`config.mk`:
```
export PLATFORM = sky130hd
export DESIGN_NAME = scm_ram
export DESIGN_NICKNAME = d
export VERILOG_FILES = /design/src/hdl/scm_ram.sv
export SDC_FILE = /design/constraint.sdc
export NUM_CORES = 2
export LEC_CHECK = 0
export BUFFER_PORTS_ARGS = -buffer_cell sky130_fd_sc_hd__buf_4
export CAP_MARGIN = 40
export CORE_MARGIN = 8
export CORE_UTILIZATION = 30
export CTS_CLUSTER_SIZE = 20
export DETAILED_ROUTE_END_ITERATION = 12
export GPL_TIMING_DRIVEN = 0
export PLACE_DENSITY_LB_ADDON = 0.1
export RECOVER_POWER = 50
export SLEW_MARGIN = 15
export SYNTH_ARGS = -nofsm -noshare
export SYNTH_HDL_FRONTEND = slang
export SYNTH_SLANG_ARGS = --single-unit
```
`constraint.sdc`:
```
create_clock -name clk -period 2.4 [get_ports clk]
set_input_delay 0.36 -clock clk [delete_from_list [all_inputs] [get_ports clk]]
set_output_delay 0.36 -clock clk [all_outputs]
set_load 0.005 [all_outputs]
```
`src/hdl/scm_ram.sv`:
```
// Generic single-port-write, single-read RAM with registered read data.
// No dependencies.
module scm_ram #(
	parameter int WIDTH = 8,
	parameter int DEPTH = 256
) (
	input  logic                     clk,
	input  logic                     we,
	input  logic [$clog2(DEPTH)-1:0] waddr,
	input  logic [WIDTH-1:0]         wdata,
	input  logic [$clog2(DEPTH)-1:0] raddr,
	output logic [WIDTH-1:0]         rdata
);
	logic [WIDTH-1:0] mem [DEPTH];

	always_ff @(posedge clk) begin
		if (we) mem[waddr] <= wdata;
		rdata <= mem[raddr];
	end
endmodule

```
==> summary.txt <==
Status
  – Status: complete, but fails checks
  – Violated checks: capacitance limit, slew limit, setup timing

Yosys
  – Simple-gate share of the synthesized area: 2.628%
  – Synth Area in XOR/XNOR: 0%
  – Count of different cell masters after synthesis: 55
  – Number of synthesized register bits: between 2000 and 2500
  – Post-Synth Adder-Cell Area: 0%
  – Post-synthesis sequential area ratio: 77.50%
  – Warnings, synthesis: 0
  – Post-Syn Area: 79560 µm²
  – Largest family of logic cells by synthesized area: multiplexers
  – Synth Area in Compound Gates: 3.419%
  – Mux cell area share after synthesis: between 10 and 15%
  – Post-Syn Instances: between 3000 and 4000
  – Syn nets: 3759
  – Avg Inst Size Synth: 21.31 µm²

Critical path
  – Worst EP arrival: between 3 and 4 ns
  – Worst Setup Start Kind: input port
  – CP Class: input port to flop
  – Worst Path Max Fanout: 10
  – CP Capture Type: flop
  – Worst Path Required: roughly 3.2 ns

Layout
  – Most common cell after layout, fill and taps aside: edfxtp_1
  – Non-Filler Instances: roughly 8000
  – Final net count: about 4300
  – Layout area overhead: 20.80%
  – Layout cells sized above 1: 33.02%
  – Design area: 96100 µm²
  – Most frequent cells in the layout: edfxtp_1, mux4_2, clkbuf_16

STA
  – Relative slew margins: -40.28%
  – Crit share post-route: 109.5%
  – Maximum clock rate: 380.6 MHz
  – Max Slew Vio Count: about 250
  – Slew @ Worst Pin: between 2 and 2.5 ns
  – Max Clock Skew: between 0.06 and 0.07 ns
  – Final setup viols: between 200 and 300
  – Final setup margin: -0.2278 ns
  – Hold Violations, Final: 0
  – Setup_tns: -16.72 ns
  – WHS: 0.1869 ns
  – Min cycle time layout: 2.628 ns
  – RSZ-0062 raised after global routing: true

Worst hold path
  – HP Class: input port to flop

Global route
  – Largest net degree at the start of global routing: 113
  – Number of global-route vias before repair: 42270
  – Global-route wire length before repair: just under 400000 µm
  – Total track usage: 20.19%
  – Initial antenna violation count: 24
  – Grt total ovfl: 0

Clocking
  – CTS tree: done
  – H-tree Lvls: 4
  – Worst skew pair latency: 0.89 ns
  – Clk sinks: 2056
  – Reg clk slew, reported paths: 0.06 ns
  – Clock buffer depth: 3
  – Root Driver: clkbuf_16
  – Total CTS buffers: 223

Placement
  – Port Buffers: 26
  – Placed inst area: 87010 µm²
  – Post-DP HPWL: 201800 µm
  – Dpl cells: 7540
  – Routability Congestion: around 0.86

Drt
  – Post-DRT Antenna Nets: 0
  – DRC: 0
  – Routed vias: about 42000
  – Drt pass-1 iters: 7
  – Via density: 5.209
  – Initial detailed-routing violation count: 4320
  – WL/cell: 36.15 µm
  – DRT Wirelength: around 290000 µm

Floorplan
  – Die Y: 531.0 µm
  – Num rows: around 190
  – Starting Density: 30.09%
  – Chip Width: 531.0 µm
  – Core Region: roughly 260000 µm²
  – Die ar.: around 280000 µm²
  – I/O pin total: 34

Power and ir drop
  – PwrDens: 816.5 nW/µm²
  – Leak pwr: 29.86 nW
  – Maximum vdd drop: 0.7676 mV
  – Total Power: 0.07846 W

Flow run
  – Maxcap violations: 3
[logic make-up (layout without fill, tap and decap cells)]
kind of cell | after synthesis | after routing
AOI/OAI and AO/OA | 385 | 385
buffers and inverters | 235 | 969
DFF | 2056 | 2056
muxes | 591 | 591
other | 0 | 12
and+or+nand+nor | 466 | 466
[power breakdown]
part | internal (W) | leakage (nW) | switching [W]
Clock | 0.0189 | 3.45 | 0.0148
Sequential | 0.0396 | 18.5 | 0.0000228
Combinational | 0.00168 | 7.94 | 0.00349
[per-stage QoR]
stage               setup WS (ns)  utilization, %
floorplan                  0.1021               -
global placement           -4.042           31.84
finish                    -0.2278           36.35
detailed placement         -2.348           32.91
global route              -0.1759           36.35
CTS                       -0.1508           36.33
[metal layers]
| layer | part of all wire (%) | track usage, % | up-vias |
|---|---|---|---|
| met2 | 48 | 33.08 | 1389 |
| met3 | 5.2 | 3.315 | 366 |
| met5 | 0 | 0 | - |
| met4 | 3.0 | 5.352 | 0 |
| met1 | 44 | 28.07 | 23090 |
| li1 | - | - | 16890 |
[critical path, stage by stage]
cell,delay (ns)
buf_2,0.16
buf_4,0.24
or2b_4,0.36
clkbuf_2,0.29
o221ai_1,0.53
a21oi_1,0.16
o32ai_2,0.53
nor3_4,0.13
nor4_2,0.42
buf_4,0.24
[cells in the mapped netlist, drive strengths merged]
cell type,number,area [µm²]
o21ai,12,60.06
o22a,5,43.79
nand4,10,62.56
mux4,456,10280
nand3b,2,15.01
nor2,282,1059
nor3b,1,7.510
a31oi,2,12.51
o311ai,1,8.760
and2,6,37.54
buf,122,1032
nand2,33,123.9
o221ai,47,417.9
nor4b,1,8.760
a2111oi,5,52.55
a21oi,96,480.5
nand3,34,170.2
mux2,1,11.26
o32ai,5,51.30
a21boi,1,7.510
a211oi,16,120.1
a311oi,2,17.52
nor2b,31,193.9
nor4,27,187.7
nor3,22,110.1
edfxtp,2048,61500
clkbuf,111,416.7
a221oi,14,128.9
or2b,1,7.510
clkinv,1,3.750
o211ai,10,75.07
a22oi,133,998.5
inv,1,3.750
mux2i,134,1341
a22o,8,70.07
or2,4,25.02
and3b,2,17.52
o22ai,28,175.2
dfxtp,8,160.2
and3,1,6.260
nand2b,8,50.05
or3b,1,8.760
[sequential cells by signal (all words and copies together), names as in the netlist]
name   cells
rdata      8
mem     2048
[final timing paths]
| kind | from | to | slack [ns] | cells past startpoint |
|---|---|---|---|---|
| worst max register to register | mem[80][5] | rdata[5] | -0.18 | 7 |
| worst min-delay path | waddr[0] | mem[155][3] | 0.19 | 3 |
| worst min register to register | mem[8][3] | rdata[3] | 1.39 | 7 |
| worst max-delay path | raddr[1] | rdata[5] | -0.23 | 10 |
[what timing repair did]
action                                  in CTS  in global routing
endpoints found under the setup margin    1031                227
gates resized for setup                    433                 58
endpoints found under the hold margin      323                  0
hold buffers                                 8                  0
pin swaps                                   30                 13
buffers inserted                            20                  7
[cell type report]
type / count / area [µm²]
flip-flops and latches: 2056 / 61660
repair buffers: 321 / 2954
multi-input cells: 1442 / 17730
clock inverters: 146 / 1254
plain buffers: 231 / 2227
inverters: 2 / 8.758
clock buffers: 269 / 5816
fillers: 24720 / 168300
well taps: 3533 / 4420
diodes: 12 / 30.03
Note: power is estimated with default switching activity, not from simulation.
