[src/hdl/scm_pkg.sv]
// Shared types and constants for the symbol centroid map.
// No dependencies.
package scm_pkg;
	localparam int MAX_SIZE_DEF     = 64;
	localparam int SYMBOL_COUNT_DEF = 256;
	localparam int SUM_W            = 19;
	localparam int CNT_W            = 13;
	localparam int ENTRY_W          = 2 * SUM_W + CNT_W;
	localparam int RESULT_LIMIT     = 64;
	localparam logic [7:0] BACKGROUND = 8'd46;
	localparam logic [SUM_W-1:0] SUM_MAX = {SUM_W{1'b1}};
	localparam logic [CNT_W-1:0] CNT_MAX = {CNT_W{1'b1}};

	typedef enum logic [3:0] {
		ST_CLEAR, ST_IDLE, ST_LREAD, ST_LWRITE, ST_QREAD, ST_QDIV, ST_QOUT, ST_QHIT,
		ST_QNONE
	} state_t;
endpackage

[src/hdl/scm_div.sv]
// Restoring divider, one quotient bit per cycle, divides both sums by one count.
// Depends on scm_pkg.
module scm_div (
	input  logic                     clk,
	input  logic                     arst_n,
	input  logic                     start,
	input  logic [scm_pkg::SUM_W-1:0] row_sum,
	input  logic [scm_pkg::SUM_W-1:0] col_sum,
	input  logic [scm_pkg::CNT_W-1:0] count,
	output logic                     done,
	output logic [scm_pkg::SUM_W-1:0] row_quo,
	output logic [scm_pkg::SUM_W-1:0] col_quo
);
	import scm_pkg::*;

	localparam int STEP_W = $clog2(SUM_W + 1);

	logic [SUM_W-1:0] rn_q, cn_q;
	logic [CNT_W:0]   rr_q, cr_q, d_q;
	logic [STEP_W-1:0] step_q;
	logic             busy_q;
	logic [CNT_W:0]   rtry, ctry;
	logic [CNT_W+1:0] rdiff, cdiff;

	always_comb begin
		rtry  = {rr_q[CNT_W-1:0], rn_q[SUM_W-1]};
		ctry  = {cr_q[CNT_W-1:0], cn_q[SUM_W-1]};
		rdiff = {1'b0, rtry} - {1'b0, d_q};
		cdiff = {1'b0, ctry} - {1'b0, d_q};
	end

	always_ff @(posedge clk or negedge arst_n) begin
		if (!arst_n) begin
			busy_q <= 1'b0;
			step_q <= '0;
			done   <= 1'b0;
		end else begin
			done <= 1'b0;
			if (start) begin
				busy_q <= 1'b1;
				step_q <= STEP_W'(SUM_W);
			end else if (busy_q) begin
				step_q <= step_q - STEP_W'(1);
				if (step_q == STEP_W'(1)) begin
					busy_q <= 1'b0;
					done   <= 1'b1;
				end
			end
		end
	end

	always_ff @(posedge clk) begin
		if (start) begin
			rn_q <= row_sum;
			cn_q <= col_sum;
			rr_q <= '0;
			cr_q <= '0;
			d_q  <= {1'b0, count};
		end else if (busy_q) begin
			// shift in one dividend bit, subtract when it fits
			rr_q <= rdiff[CNT_W+1] ? rtry : rdiff[CNT_W:0];
			cr_q <= cdiff[CNT_W+1] ? ctry : cdiff[CNT_W:0];
			rn_q <= {rn_q[SUM_W-2:0], ~rdiff[CNT_W+1]};
			cn_q <= {cn_q[SUM_W-2:0], ~cdiff[CNT_W+1]};
		end
	end

	assign row_quo = rn_q;
	assign col_quo = cn_q;
endmodule

[config.mk]
export PLATFORM = sky130hd
export DESIGN_NAME = scm_div
export DESIGN_NICKNAME = d
export VERILOG_FILES = /design/src/hdl/scm_pkg.sv /design/src/hdl/scm_div.sv
export SDC_FILE = /design/constraint.sdc
export NUM_CORES = 1
export LEC_CHECK = 0
export BUFFER_PORTS_ARGS = -buffer_cell sky130_fd_sc_hd__buf_2
export CAP_MARGIN = 20
export CORE_UTILIZATION = 45
export DETAILED_ROUTE_END_ITERATION = 6
export PLACE_DENSITY = 0.78
export SYNTH_ARGS = -nofsm -noshare
export SYNTH_HDL_FRONTEND = slang
export SYNTH_SLANG_ARGS = --single-unit
[constraint.sdc]
create_clock -name clk -period 2.51 [get_ports clk]
set_clock_uncertainty 0.05 [all_clocks]
set_input_delay 0.502 -clock clk [delete_from_list [all_inputs] [get_ports clk]]
set_output_delay 0.502 -clock clk [all_outputs]
set_load 0.02 [all_outputs]
==> flow_results.org, run 1 <==
** Run status
- The run finished, with violations left.
- Violations in the final reports :: setup timing

** Floorplan
- Std-Cell Rows :: 36
- Area of the core :: 9860 sq um
- The floorplan step set the die width to 103 microns.
- The floorplan step defined a die boundary enclosing 10600 sq um.
- Pin placement for this block handled 93 I/O pins.
- Initial Utilization :: 0.467
- Die height :: 103 microns

** Synth
- Of all flip-flops after synthesis, the portion carrying an async set or reset was 0.0833.
- Number of standard cells after synthesis :: 401
- A synthesized cell averages 11.5 sq um.
- Portion of the post-synthesis area used by sequential elements :: 0.484
- The synthesized design contains 84 register bits.
- Post-synthesis net count :: 485
- Area share of the largest cell type after synthesis :: 0.333
- Yosys Warn Count :: 0
- Dominant cells by area after synthesis :: sky130_fd_sc_hd__edfxtp_1 33%, sky130_fd_sc_hd__dfxtp_1 11%, sky130_fd_sc_hd__mux2_2 9.3%
- Synthesized cell area :: 4600 sq um
- The largest total area in the synthesized netlist belongs to sky130_fd_sc_hd__edfxtp_1.
- In this run, synthesis inferred 51 flip-flops with an integrated enable.
- For this run, the leading register cell type out of synthesis is sky130_fd_sc_hd__edfxtp_1.
- Counting distinct cell types in the post-synthesis netlist gives 50.

** Global routing
- The via count of the first global-routing pass came to 3419.
- In the global route stage, met2 resource usage came out at 0.352.
- For this run, global-route usage on met1 was measured as 0.234.
- First-pass GRT wire length :: 16.0 mm
- Met3 usage :: 0.0529
- Remaining global-route overflow :: 0
- Initial antenna violation count :: 0
- Most used routing layer :: met2
- Global router's overall resource usage :: 0.200
- Maximum number of pins on one net before global-route repair :: 34

** Timing
- Subtracting the final worst setup slack from the clock period gives 2.52 ns.
- Setup repair after global routing could not meet its margin everywhere.
- Hold slack :: 0.270 ns
- Maximum clock rate :: 0.396 GHz
- Post-route setup TNS :: -0.0206 ns
- Slew at the pin closest to its max-slew limit :: 0.583 ns
- Measured against its own limit, the worst slew margin works out to 0.611.
- Crit path setup slack, layout :: -0.0146 ns
- Setup violations remaining at the end of the flow were counted as 2.
- Number of slew-limit violations in the final report :: 0
- Count of endpoints failing hold in the final timing report :: 0
- Of the available clock period, the critical path in the final layout requires 1.01.

** Setup path
- At the worst endpoint, the required time is 2.71 ns.
- Endpoint type of the worst setup path :: flop
- Length in cells of the worst reg-to-reg path :: 10
- Reg2reg setup slack :: -0.01 ns
- Critical register-to-register path startpoint :: d_q[0]
- Maximum fanout along the worst path :: 7
- Data on the critical path arrives at its endpoint at 2.72 ns.
- End of the worst register-to-register path :: rr_q[1]
- CP startpoint kind :: flop
- Worst Setup Path Type :: flop to flop

** Layout
- Fill cells in the final layout number 792.
- Compared with the post-synthesis result, the final layout area differs by 23.4%.
- Nets :: 597
- Core Util, Final :: 0.576
- Excluding fillers, the count of instances in the completed layout stands at 651.
- ANT cells :: 0
- Of the cells placed in the final design, the portion with a size suffix greater than 1 is 0.380.

** Placed design
- The wire-length estimate of the detail-placed layout is 7.59 mm.
- At the end of routability-driven placement, the weighted congestion stood at 0.888.
- Including well taps, the total number of placed cells is 630.
- During placement, the flow inserted port buffers numbering 92.

** Detailed routing
- After the first detailed-routing iteration, the DRC count stood at 178.
- Avg Vias per Cell :: 5.37
- In the final routed layout, each cell accounts on average for 16.4 microns.
- Total routed wirelength :: 10.7 mm
- Drc violations :: 0
- First-pass DRT Iterations :: 4
- Number of antenna-violating nets in the routed design :: 0
- For this block, the via count after detailed routing is 3499.

** Clocking
- The number of clock buffers added by TritonCTS is 9.
- In this run the clock root is driven by a sky130_fd_sc_hd__clkbuf_8.
- The tree built by TritonCTS fans out to 84 sinks.
- TritonCTS built the clock tree.
- At the later pin of the worst-skew pair, clock insertion delay measures 0.36 ns.
- The clock tree synthesis step divided the H-tree into 3 levels.
- Clock buffer depth :: 2
- Clock-pin slew was measured on the worst setup and hold paths at 0.09 ns.

** Worst hold path
- Hold-critical path depth :: 1
- Hold_sp :: count[8]
- Worst Hold Class :: input pin to flop
- For hold timing, the worst endpoint is d_q[8].

** Power and ir drop
- Leak Pwr :: 2.50 nW
- IR analysis of the VDD net gives a maximum drop of 491 uV.
- Power spread over the standard cell area amounts to 1010 nW/um^2.

** Job
- Max-cap violations in this run came to 0.
[area by class of cell]
type | instances | area, sq um | area share
repair buffers | 115 | 686 | 0.121
clock buffers | 9 | 124 | 0.0218
multi-input cells | 276 | 2270 | 0.401
clock inverters | 7 | 98.8 | 0.0174
inverters | 27 | 101 | 0.0178
flip-flops and latches | 84 | 2230 | 0.392
well taps | 133 | 166 | 0.0293
[worst max-delay path by stage]
stage                     start       end  slack [ns]  depth (start not counted)
floorplan           col_quo[18]  cr_q[10]       0.006                         11
global placement         d_q[0]   cr_q[5]        0.04                         10
detailed placement       d_q[0]   cr_q[3]       -0.11                         10
CTS                      d_q[1]  rr_q[11]       0.007                          9
global route             d_q[0]   cr_q[2]       -0.12                         10
finish                   d_q[0]   rr_q[1]       -0.01                         10
[per-stage QoR]
step | setup slack [ns] | power [mW] | cell area [sq um]
detailed placement | -0.106 | 4.38 | 5310
global route | -0.119 | 6.04 | 5680
floorplan | 0.00629 | 3.86 | 4620
global placement | 0.0401 | 4.30 | 5310
CTS | 0.00726 | 5.50 | 5560
finish | -0.0146 | 5.73 | 5680
[timing repair]
action | 4_1_cts | 5_1_grt
hold buffers | 1 | 0
pin swaps | 4 | 15
endpoints found under the hold margin | 7 | 0
gates resized for setup | 5 | 22
setup buffers | 1 | 2
setup endpoints to repair | 12 | 26
gates cloned | 0 | 1
[power breakdown]
| part | leakage, nW | internal (mW) | switching (mW) |
|---|---|---|---|
| Sequential | 0.825 | 1.78 | 0.220 |
| Combinational | 1.57 | 1.30 | 1.34 |
| Clock | 0.110 | 0.566 | 0.521 |
[registers in the layout (all words and copies together), names as in the netlist]
signal and flops:
done 1, rr_q 13, cr_q 13, step_q 5, d_q 13, busy_q 1
row_quo 19, col_quo 19
[per-layer routing]
layer,up-vias,wire length [microns]
met1,1639,4430
li1,1698,-
met2,144,5250
met4,0,197
met3,18,797
met5,-,0
[critical path: stages, from the launching register on]
cell,delay [ns]
sky130_fd_sc_hd__edfxtp_1,0.44
sky130_fd_sc_hd__ha_2,0.22
sky130_fd_sc_hd__fa_2,0.36
sky130_fd_sc_hd__nand2b_4,0.17
sky130_fd_sc_hd__a21oi_4,0.17
sky130_fd_sc_hd__or3_4,0.16
sky130_fd_sc_hd__a41oi_2,0.10
sky130_fd_sc_hd__o21a_2,0.27
sky130_fd_sc_hd__clkbuf_16,0.17
sky130_fd_sc_hd__mux2i_1,0.11
sky130_fd_sc_hd__a22o_1,0.19
[cells by family (layout without fill, tap and decap cells)]
logic type | count (synthesis) | in the layout | share of synthesized area
buf+inv | 41 | 158 | 0.0424
compound gates | 86 | 86 | 0.128
xor+xnor | 18 | 18 | 0.0343
fa+ha+maj | 30 | 30 | 0.0848
mux | 60 | 60 | 0.141
simple gates | 82 | 82 | 0.0862
flops | 84 | 84 | 0.484
[synthesized netlist by cell type, types with 5 or more instances]
library cell and number:
sky130_fd_sc_hd__a211oi_1 8, sky130_fd_sc_hd__a21o_1 7, sky130_fd_sc_hd__a21oi_1 14, sky130_fd_sc_hd__dfrtp_1 7, sky130_fd_sc_hd__dfxtp_1 26, sky130_fd_sc_hd__edfxtp_1 51, sky130_fd_sc_hd__ha_1 28, sky130_fd_sc_hd__inv_1 27
sky130_fd_sc_hd__mux2_2 38, sky130_fd_sc_hd__mux2i_1 22, sky130_fd_sc_hd__nand2_1 18, sky130_fd_sc_hd__nand2b_1 11, sky130_fd_sc_hd__nand3_1 5, sky130_fd_sc_hd__nor2_1 29, sky130_fd_sc_hd__nor2b_1 6, sky130_fd_sc_hd__o21a_1 7
sky130_fd_sc_hd__o21ai_0 20, sky130_fd_sc_hd__xnor2_1 14
[layout by cell type, fill, tap and decap left out, types with 5 or more instances in the layout]
master	n
sky130_fd_sc_hd__buf_2	92
sky130_fd_sc_hd__edfxtp_1	51
sky130_fd_sc_hd__mux2_2	38
sky130_fd_sc_hd__nor2_1	29
sky130_fd_sc_hd__dfxtp_1	26
sky130_fd_sc_hd__inv_1	24
sky130_fd_sc_hd__ha_1	24
sky130_fd_sc_hd__mux2i_1	20
sky130_fd_sc_hd__o21ai_0	17
sky130_fd_sc_hd__buf_4	17
sky130_fd_sc_hd__nand2_1	16
sky130_fd_sc_hd__xnor2_1	14
sky130_fd_sc_hd__a21oi_1	12
sky130_fd_sc_hd__nand2b_1	10
sky130_fd_sc_hd__clkbuf_8	9
sky130_fd_sc_hd__a211oi_1	8
sky130_fd_sc_hd__a21o_1	7
sky130_fd_sc_hd__dfrtp_1	7
sky130_fd_sc_hd__o21a_1	6
sky130_fd_sc_hd__nor2b_1	5
sky130_fd_sc_hd__nand3_1	5
Power figures use the tool's default switching activity.
==> inputs of run 2 (changes only) <==
--- a/config.mk
+++ b/config.mk
@@ -10,6 +10,7 @@
 export CORE_UTILIZATION = 45
 export DETAILED_ROUTE_END_ITERATION = 6
 export PLACE_DENSITY = 0.78
+export SETUP_SLACK_MARGIN = 0.1
 export SYNTH_ARGS = -nofsm -noshare
 export SYNTH_HDL_FRONTEND = slang
 export SYNTH_SLANG_ARGS = --single-unit
==> flow_results.org, run 2 (same netlist as run 1, synthesis figures left out) <==
** Power and ir drop
- Leak Pwr :: 2.49 nW (-0.62%)
- The total power of the final layout came to 5.52 mW (-3.7%).
- Power density over the cells :: 981 nW/um^2 (-2.8%)
- Maximum resistive drop on vdd :: 535 uV (+8.9%)

** Global routing
- First-pass GRT wire length :: 16.7 mm (+4.7%)
- The residual overflow from global routing came to 0 (unchanged).
- The via count of the first global-routing pass is 3533 (+3.3%).
- Global router's overall resource usage :: 0.212 (+0.0116)
- Maximum number of pins on one net before global-route repair :: 48 (+41%)
- The initial antenna violation count came to 0 (unchanged).

** Layout
- The antenna diode count was 0 (unchanged).
- Register area :: 2230 sq um (unchanged)
- Summed area of non-filler cells in the final layout :: 5630 sq um (-0.93%)
- Most common cell after layout, fill and taps aside :: sky130_fd_sc_hd__buf_2
- The final-layout fill cell count is 838 (+5.8%).
- Nets :: 597 (unchanged)
- Layout cell share with drive strength beyond 1 :: 0.363 (-0.0174)
- Area of the multi-input gates :: 2260 sq um (-0.66%)
- In the layout the commonest cells are 92 x sky130_fd_sc_hd__buf_2, 51 x sky130_fd_sc_hd__edfxtp_1, 37 x sky130_fd_sc_hd__mux2_2.
- From synthesis to final layout, the design area changed by 22.2%.
- Core Util, Final :: 0.570 (-0.00533)

** Floorplan
- Width of the die :: 103 microns (unchanged)
- Initial Utilization :: 0.467 (unchanged)
- Number of primary I/O pins :: 93 (unchanged)
- The floorplan core area was 9860 sq um (unchanged).
- The area of the die was 10600 sq um (unchanged).
- The number of placement rows was 36 (unchanged).
- Die height :: 103 microns (unchanged)

** Placed design
- The final weighted congestion of routability-driven global placement is 0.880 (-0.93%).
- The half-perimeter wire length after placement is 7.65 mm (+0.78%).
- Dpl cell area :: 5290 sq um (-0.35%)
- Input/output buffers :: 92 (unchanged)

** Setup path
- Worst endpoint data arrival time :: 2.69 ns (-0.03 ns)
- CP startpoint kind :: flop
- The worst setup path is captured at a flop.
- Reg2reg setup slack :: 0.05 ns (+0.07 ns)
- Maximum fanout along the worst path :: 8 (+1)
- The critical path is of the flop to flop type.
- Required time of the worst setup path :: 2.74 ns (+0.03 ns)

** Timing
- Setup repair after global routing could not meet its margin everywhere.
- The count of endpoints failing hold in the final timing report was 0 (unchanged).
- The time the final worst path needs with I/O delays and setup was 2.46 ns (-0.0681 ns).
- The worst hold-check slack is 0.247 ns (-0.0232 ns).
- Post-route setup TNS :: 0 ns (+0.0206 ns)
- Number of slew-limit violations in the final report :: 0 (unchanged)
- The final-report setup violation count is 0 (-2).
- The transition at the pin with the smallest max-transition slack is 0.605 ns (+0.0217 ns).
- Maximum clock rate :: 0.407 GHz (+2.8%)
- Worst slew slack as a fraction of its limit :: 0.597 (-0.0145)
- Tcrit/Tclk final :: 0.979 (-0.0271)

** Clocking
- Clock sink count :: 84 (unchanged)
- The TritonCTS buffer count came to 9 (unchanged).
- The clock-pin slew reported for the worst setup and hold paths after clock tree synthesis was 0.09 ns (about the same).
- Clock tree root buffer cell :: sky130_fd_sc_hd__clkbuf_8
- The maximum level of the CTS H-tree was 3 (unchanged).
- TritonCTS built the clock tree.
- Clock insertion delay at the later pin of the skew report :: 0.38 ns (+0.02 ns)
- The number of buffers on the longest clock path is 2 (unchanged).

** Run status
- The run finished with clean final reports.

** Worst hold path
- The worst hold path belongs to the class input pin to flop.

** Job
- The max-capacitance violation count is 0 (unchanged).

** Detailed routing
- The total routed wirelength was 10.5 mm (-1.4%).
- The routed via count was 3498 (-0.029%).
- Number of antenna-violating nets in the routed design :: 0 (unchanged)
- Count of routing violations after the opening detailed-route iteration :: 154 (-13%)
- Average wire per cell in the routed design :: 16.2 microns (-1.4%)
- First-pass DRT Iterations :: 4 (unchanged)
- Drc violations :: 0 (unchanged)
- Avg Vias per Cell :: 5.37 (about the same)
run 2: cell types whose count changed in the layout (fill, tap and decap cells not counted), moves of 2 or more:
cell	change
sky130_fd_sc_hd__o21ai_1	+9
sky130_fd_sc_hd__o21ai_0	-8
sky130_fd_sc_hd__mux2i_1	+2
sky130_fd_sc_hd__mux2i_2	-2
sky130_fd_sc_hd__nand2_1	+2
sky130_fd_sc_hd__nand2_2	-2
run 2: report_power, final:
part           leakage, nW  switching [mW]  internal (mW)
clock network        0.101           0.540          0.473
registers            0.825           0.213           1.78
logic                 1.56            1.30           1.21
total                 2.49            2.06           3.46
run 2: what timing repair did:
action                                 4_1_cts  5_1_grt
endpoints found under the hold margin        7        0
buffers inserted                             4        4
gates resized for setup                     11        7
hold buffers                                 1        0
pin swaps                                    9        9
setup endpoints to repair                   26       28
run 2: worst paths after layout:
path / cells after the start / to / startpoint
max: 10 / rr_q[8] / d_q[0]
min: 1 / d_q[12] / count[12]
max reg2reg: 10 / rr_q[8] / d_q[0]
min reg2reg: 2 / rr_q[5] / rr_q[5]
max in group asynchronous: 2 / done / arst_n
min in group asynchronous: 2 / step_q[3] / arst_n
run 2: layer usage:
metal / share of wire / GRT usage / vias up
met5: 0 / 0 / -
met4: 0.022 / 0.0953 / 0
met3: 0.079 / 0.0651 / 18
met2: 0.48 / 0.354 / 117
met1: 0.41 / 0.251 / 1668
li1: - / - / 1695
run 2: stage by stage:
stage                     setup slack (ns)  cells
after floorplan                     0.0141    401
after global placement              0.0231    626
after detailed placement          -0.00499    626
after CTS                           0.0352    647
after global routing               -0.0627    651
final                               0.0535    651
run 2: critical path, stage by stage, from the launching register on:
cell                       delay (ns)
sky130_fd_sc_hd__edfxtp_1        0.45
sky130_fd_sc_hd__ha_4            0.20
sky130_fd_sc_hd__fa_2            0.38
sky130_fd_sc_hd__nand2b_4        0.17
sky130_fd_sc_hd__a21oi_4         0.13
sky130_fd_sc_hd__or3_4           0.15
sky130_fd_sc_hd__a41oi_2         0.09
sky130_fd_sc_hd__o21a_1          0.24
sky130_fd_sc_hd__buf_6           0.15
sky130_fd_sc_hd__mux2i_1         0.12
sky130_fd_sc_hd__a211oi_1        0.23
run 2: final cells by class:
cell class / count / area share
Timing Repair Buffer: 115 / 0.119
Inverter: 27 / 0.0180
Sequential cell: 84 / 0.396
Tap cell: 133 / 0.0296
Multi-Input combinational cell: 276 / 0.402
Clock buffer: 10 / 0.0227
Clock inverter: 6 / 0.0127
==> inputs of run 3 (changes only) <==
--- a/config.mk
+++ b/config.mk
@@ -7,9 +7,9 @@
 export LEC_CHECK = 0
 export BUFFER_PORTS_ARGS = -buffer_cell sky130_fd_sc_hd__buf_2
 export CAP_MARGIN = 20
-export CORE_UTILIZATION = 45
+export CORE_UTILIZATION = 50
 export DETAILED_ROUTE_END_ITERATION = 6
-export PLACE_DENSITY = 0.78
+export PLACE_DENSITY = 0.85
 export SETUP_SLACK_MARGIN = 0.1
 export SYNTH_ARGS = -nofsm -noshare
 export SYNTH_HDL_FRONTEND = slang
==> flow_results.org, run 3 (same netlist as run 1, synthesis figures left out) <==
** Setup path
- Endpoint type of the worst setup path :: flop
- CP startpoint kind :: flop
- In this run the critical register-to-register path is captured at cr_q[8].
- The required time at the endpoint of the critical path was 2.70 ns (-0.04 ns).
- The largest fanout on the critical path is 6 (-2).
- The logic depth of the worst register-to-register path is 10 (unchanged).
- The worst register-to-register path begins at d_q[0].
- The worst setup path is of the flop to flop kind.
- Reg2reg setup slack :: -0.09 ns (-0.14 ns)
- The data arrival at the endpoint of the critical path is 2.78 ns (+0.09 ns).

** Layout
- Relative to the synthesized area, the layout overhead comes to 25.3%.
- Commonest cells after routing, fill and taps aside :: 92 x sky130_fd_sc_hd__buf_2, 51 x sky130_fd_sc_hd__edfxtp_1, 37 x sky130_fd_sc_hd__mux2_2
- The antenna diode count was 0 (unchanged).
- Layout cell share with drive strength beyond 1 :: 0.400 (+0.0367)
- The count of placed standard cells in the final layout, fillers left out is 626 (-3.8%).
- The net total in the final layout is 597 (unchanged).
- Most common cell after layout, fill and taps aside :: sky130_fd_sc_hd__buf_2

** Power and ir drop
- The internal power was 3.79 mW (+9.6%).
- Part of the power in the clock network :: 0.181 (-0.003)
- The worst IR drop on VDD is 596 uV (+11%).
- The share of total power in combinational logic came to 0.485 (+0.029).
- Power spent charging and discharging nets :: 2.22 mW (+7.9%)
- The register share of total power is 0.334 (-0.027).
- Net switching fraction of the power :: 0.369 (-0.00350)
- Leak Pwr :: 2.53 nW (+1.6%)
- Post-layout total power :: 6.01 mW (+9.0%)
- The power density normalized to cell area came to 1040 nW/um^2 (+6.3%).

** Timing
- Final critical delay including setup and external delays :: 2.60 ns (+0.139 ns)
- Final Setup Violations :: 4 (+4)
- Setup repair after global routing could not meet its margin everywhere.
- Count of endpoints failing hold in the final timing report :: 0 (unchanged)
- The highest clock frequency the design can meet came to 0.385 GHz (-5.4%).
- Tcrit/Tclk final :: 1.03 (+0.0554)
- The final worst-path setup slack came to -0.0855 ns (-0.139 ns).
- Post-route setup TNS :: -0.144 ns (-0.144 ns)
- Number of slew-limit violations in the final report :: 0 (unchanged)
- Slew at the pin closest to its max-slew limit :: 0.630 ns (+0.0250 ns)
- The relative max-transition margin is 0.579 (-0.0175).

** Floorplan
- Std-Cell Rows :: 34 (-5.6%)
- The die extent in y was 97.9 microns (-5.0%).
- The floorplan core area was 8810 sq um (-11%).
- Initial Utilization :: 0.523 (+0.0561)
- The area of the die was 9590 sq um (-9.8%).
- Number of primary I/O pins :: 93 (unchanged)
- Width of the die :: 97.9 microns (-5.0%)

** Clocking
- The clock insertion delay at the later pin of the skew report was 0.36 ns (-0.02 ns).
- The tree is rooted in a sky130_fd_sc_hd__clkbuf_8.
- The TritonCTS sink count is 84 (unchanged).
- The maximum level of the CTS H-tree came to 3 (unchanged).
- TritonCTS buffer count :: 9 (unchanged)
- Clock buffer depth :: 2 (unchanged)
- The clock-pin slew reported for the worst setup and hold paths after clock tree synthesis is 0.09 ns (about the same).
- Clock tree from TritonCTS :: yes

** Global routing
- First-pass GRT wire length :: 16.3 mm (-2.7%)
- Most used routing layer :: met2
- Met3 usage :: 0.0508 (-0.0143)
- Global router's overall resource usage :: 0.217 (+0.00491)
- Initial antenna violation count :: 0 (unchanged)
- The via count of the first global-routing pass came to 3571 (+1.1%).
- The residual overflow from global routing was 0 (unchanged).
- Maximum number of pins on one net before global-route repair :: 29 (-40%)
- The global routing met1 resource utilization came to 0.255 (+0.00403).
- The met2 track utilization from global routing is 0.372 (+0.0183).

** Detailed routing
- The vias per cell came to 5.80 (+8.0%).
- The total routed wirelength was 10.7 mm (+2.0%).
- First-pass DRT Iterations :: 4 (unchanged)
- The violation count after the first detailed-route iteration came to 185 (+20%).
- The routed via count was 3632 (+3.8%).
- Drc violations :: 0 (unchanged)
- The remaining antenna violation count after routing was 0 (unchanged).
- The detailed-route wire length per cell is 17.1 microns (+6.0%).

** Placed design
- Input/output buffers :: 92 (unchanged)
- Worst slack at placement :: -0.114 ns (-0.109 ns)
- The final weighted congestion of routability-driven global placement was 0.854 (-2.9%).
- The half-perimeter wire length after placement came to 7.42 mm (-3.0%).
- The cell count after placement came to 600 (-4.2%).

** Worst hold path
- In this run the most critical hold path is launched from count[2].
- The path with the worst hold slack has its endpoint at d_q[2].
- The worst hold path stage count was 1 (unchanged).
- Worst Hold Class :: input pin to flop

** Run status
- Violations in the final reports :: setup timing
- Result of the run :: complete, but fails checks

** Job
- The max-capacitance violation count is 0 (unchanged).
run 3: per-layer routing:
layer | vias up | share of wire
li1 | 1697 | -
met1 | 1753 | 0.40
met2 | 164 | 0.51
met3 | 18 | 0.082
met4 | 0 | 0.013
met5 | - | 0
run 3: metrics by stage:
stage	area [sq um]	hold slack [ns]	util
after floorplan	4630	0.156	-
after global placement	5280	0.288	0.599
after detailed placement	5280	0.294	0.599
after CTS	5610	0.248	0.637
after global routing	5770	0.249	0.655
final	5770	0.255	0.655
run 3: repair_timing:
action,CTS,global route
hold buffers,1,0
hold endpoints to repair,7,0
endpoints found under the setup margin,27,27
resized for setup,11,25
pin swaps,4,5
gates cloned,1,1
buffers inserted,3,4
run 3: worst max-delay path by stage:
stage           startpoint  endpoint  slack [ns]  depth (start not counted)
5_1_grt             d_q[0]   cr_q[8]       -0.22                         10
6_report            d_q[0]   cr_q[8]       -0.09                         10
4_1_cts             d_q[0]  cr_q[12]        0.02                         10
3_5_place_dp        d_q[0]  cr_q[12]       -0.11                         10
2_1_floorplan  row_quo[18]   rr_q[9]        0.01                         12
3_3_place_gp        d_q[0]  cr_q[12]        0.01                         10
run 3: final cells by class:
class / instances / area [sq um]
flip-flops and latches: 84 / 2230
clock buffers: 9 / 124
fillers: 606 / 3040
well taps: 108 / 135
multi-input cells: 276 / 2360
inverters: 27 / 101
repair buffers: 115 / 723
clock inverters: 7 / 98.8
run 3: power by group through the flow:
stage,Combinational (mW),Clock (mW),Sequential (mW)
2_1_floorplan,1.80,0,2.07
3_3_place_gp,2.30,0,1.99
3_5_place_dp,2.39,0,2.00
4_1_cts,2.61,1.10,1.99
5_1_grt,3.13,1.14,2.04
6_report,2.92,1.09,2.01
run 3: worst max-delay path, stage by stage (launching register included):
cell and delay, ns:
sky130_fd_sc_hd__edfxtp_1 0.45, sky130_fd_sc_hd__ha_2 0.22, sky130_fd_sc_hd__fa_2 0.37, sky130_fd_sc_hd__nor2b_4 0.14
sky130_fd_sc_hd__o2111ai_2 0.16, sky130_fd_sc_hd__a21oi_2 0.20, sky130_fd_sc_hd__o211ai_1 0.16, sky130_fd_sc_hd__nand2_2 0.16
sky130_fd_sc_hd__clkbuf_16 0.17, sky130_fd_sc_hd__mux2i_1 0.26, sky130_fd_sc_hd__a211oi_1 0.13
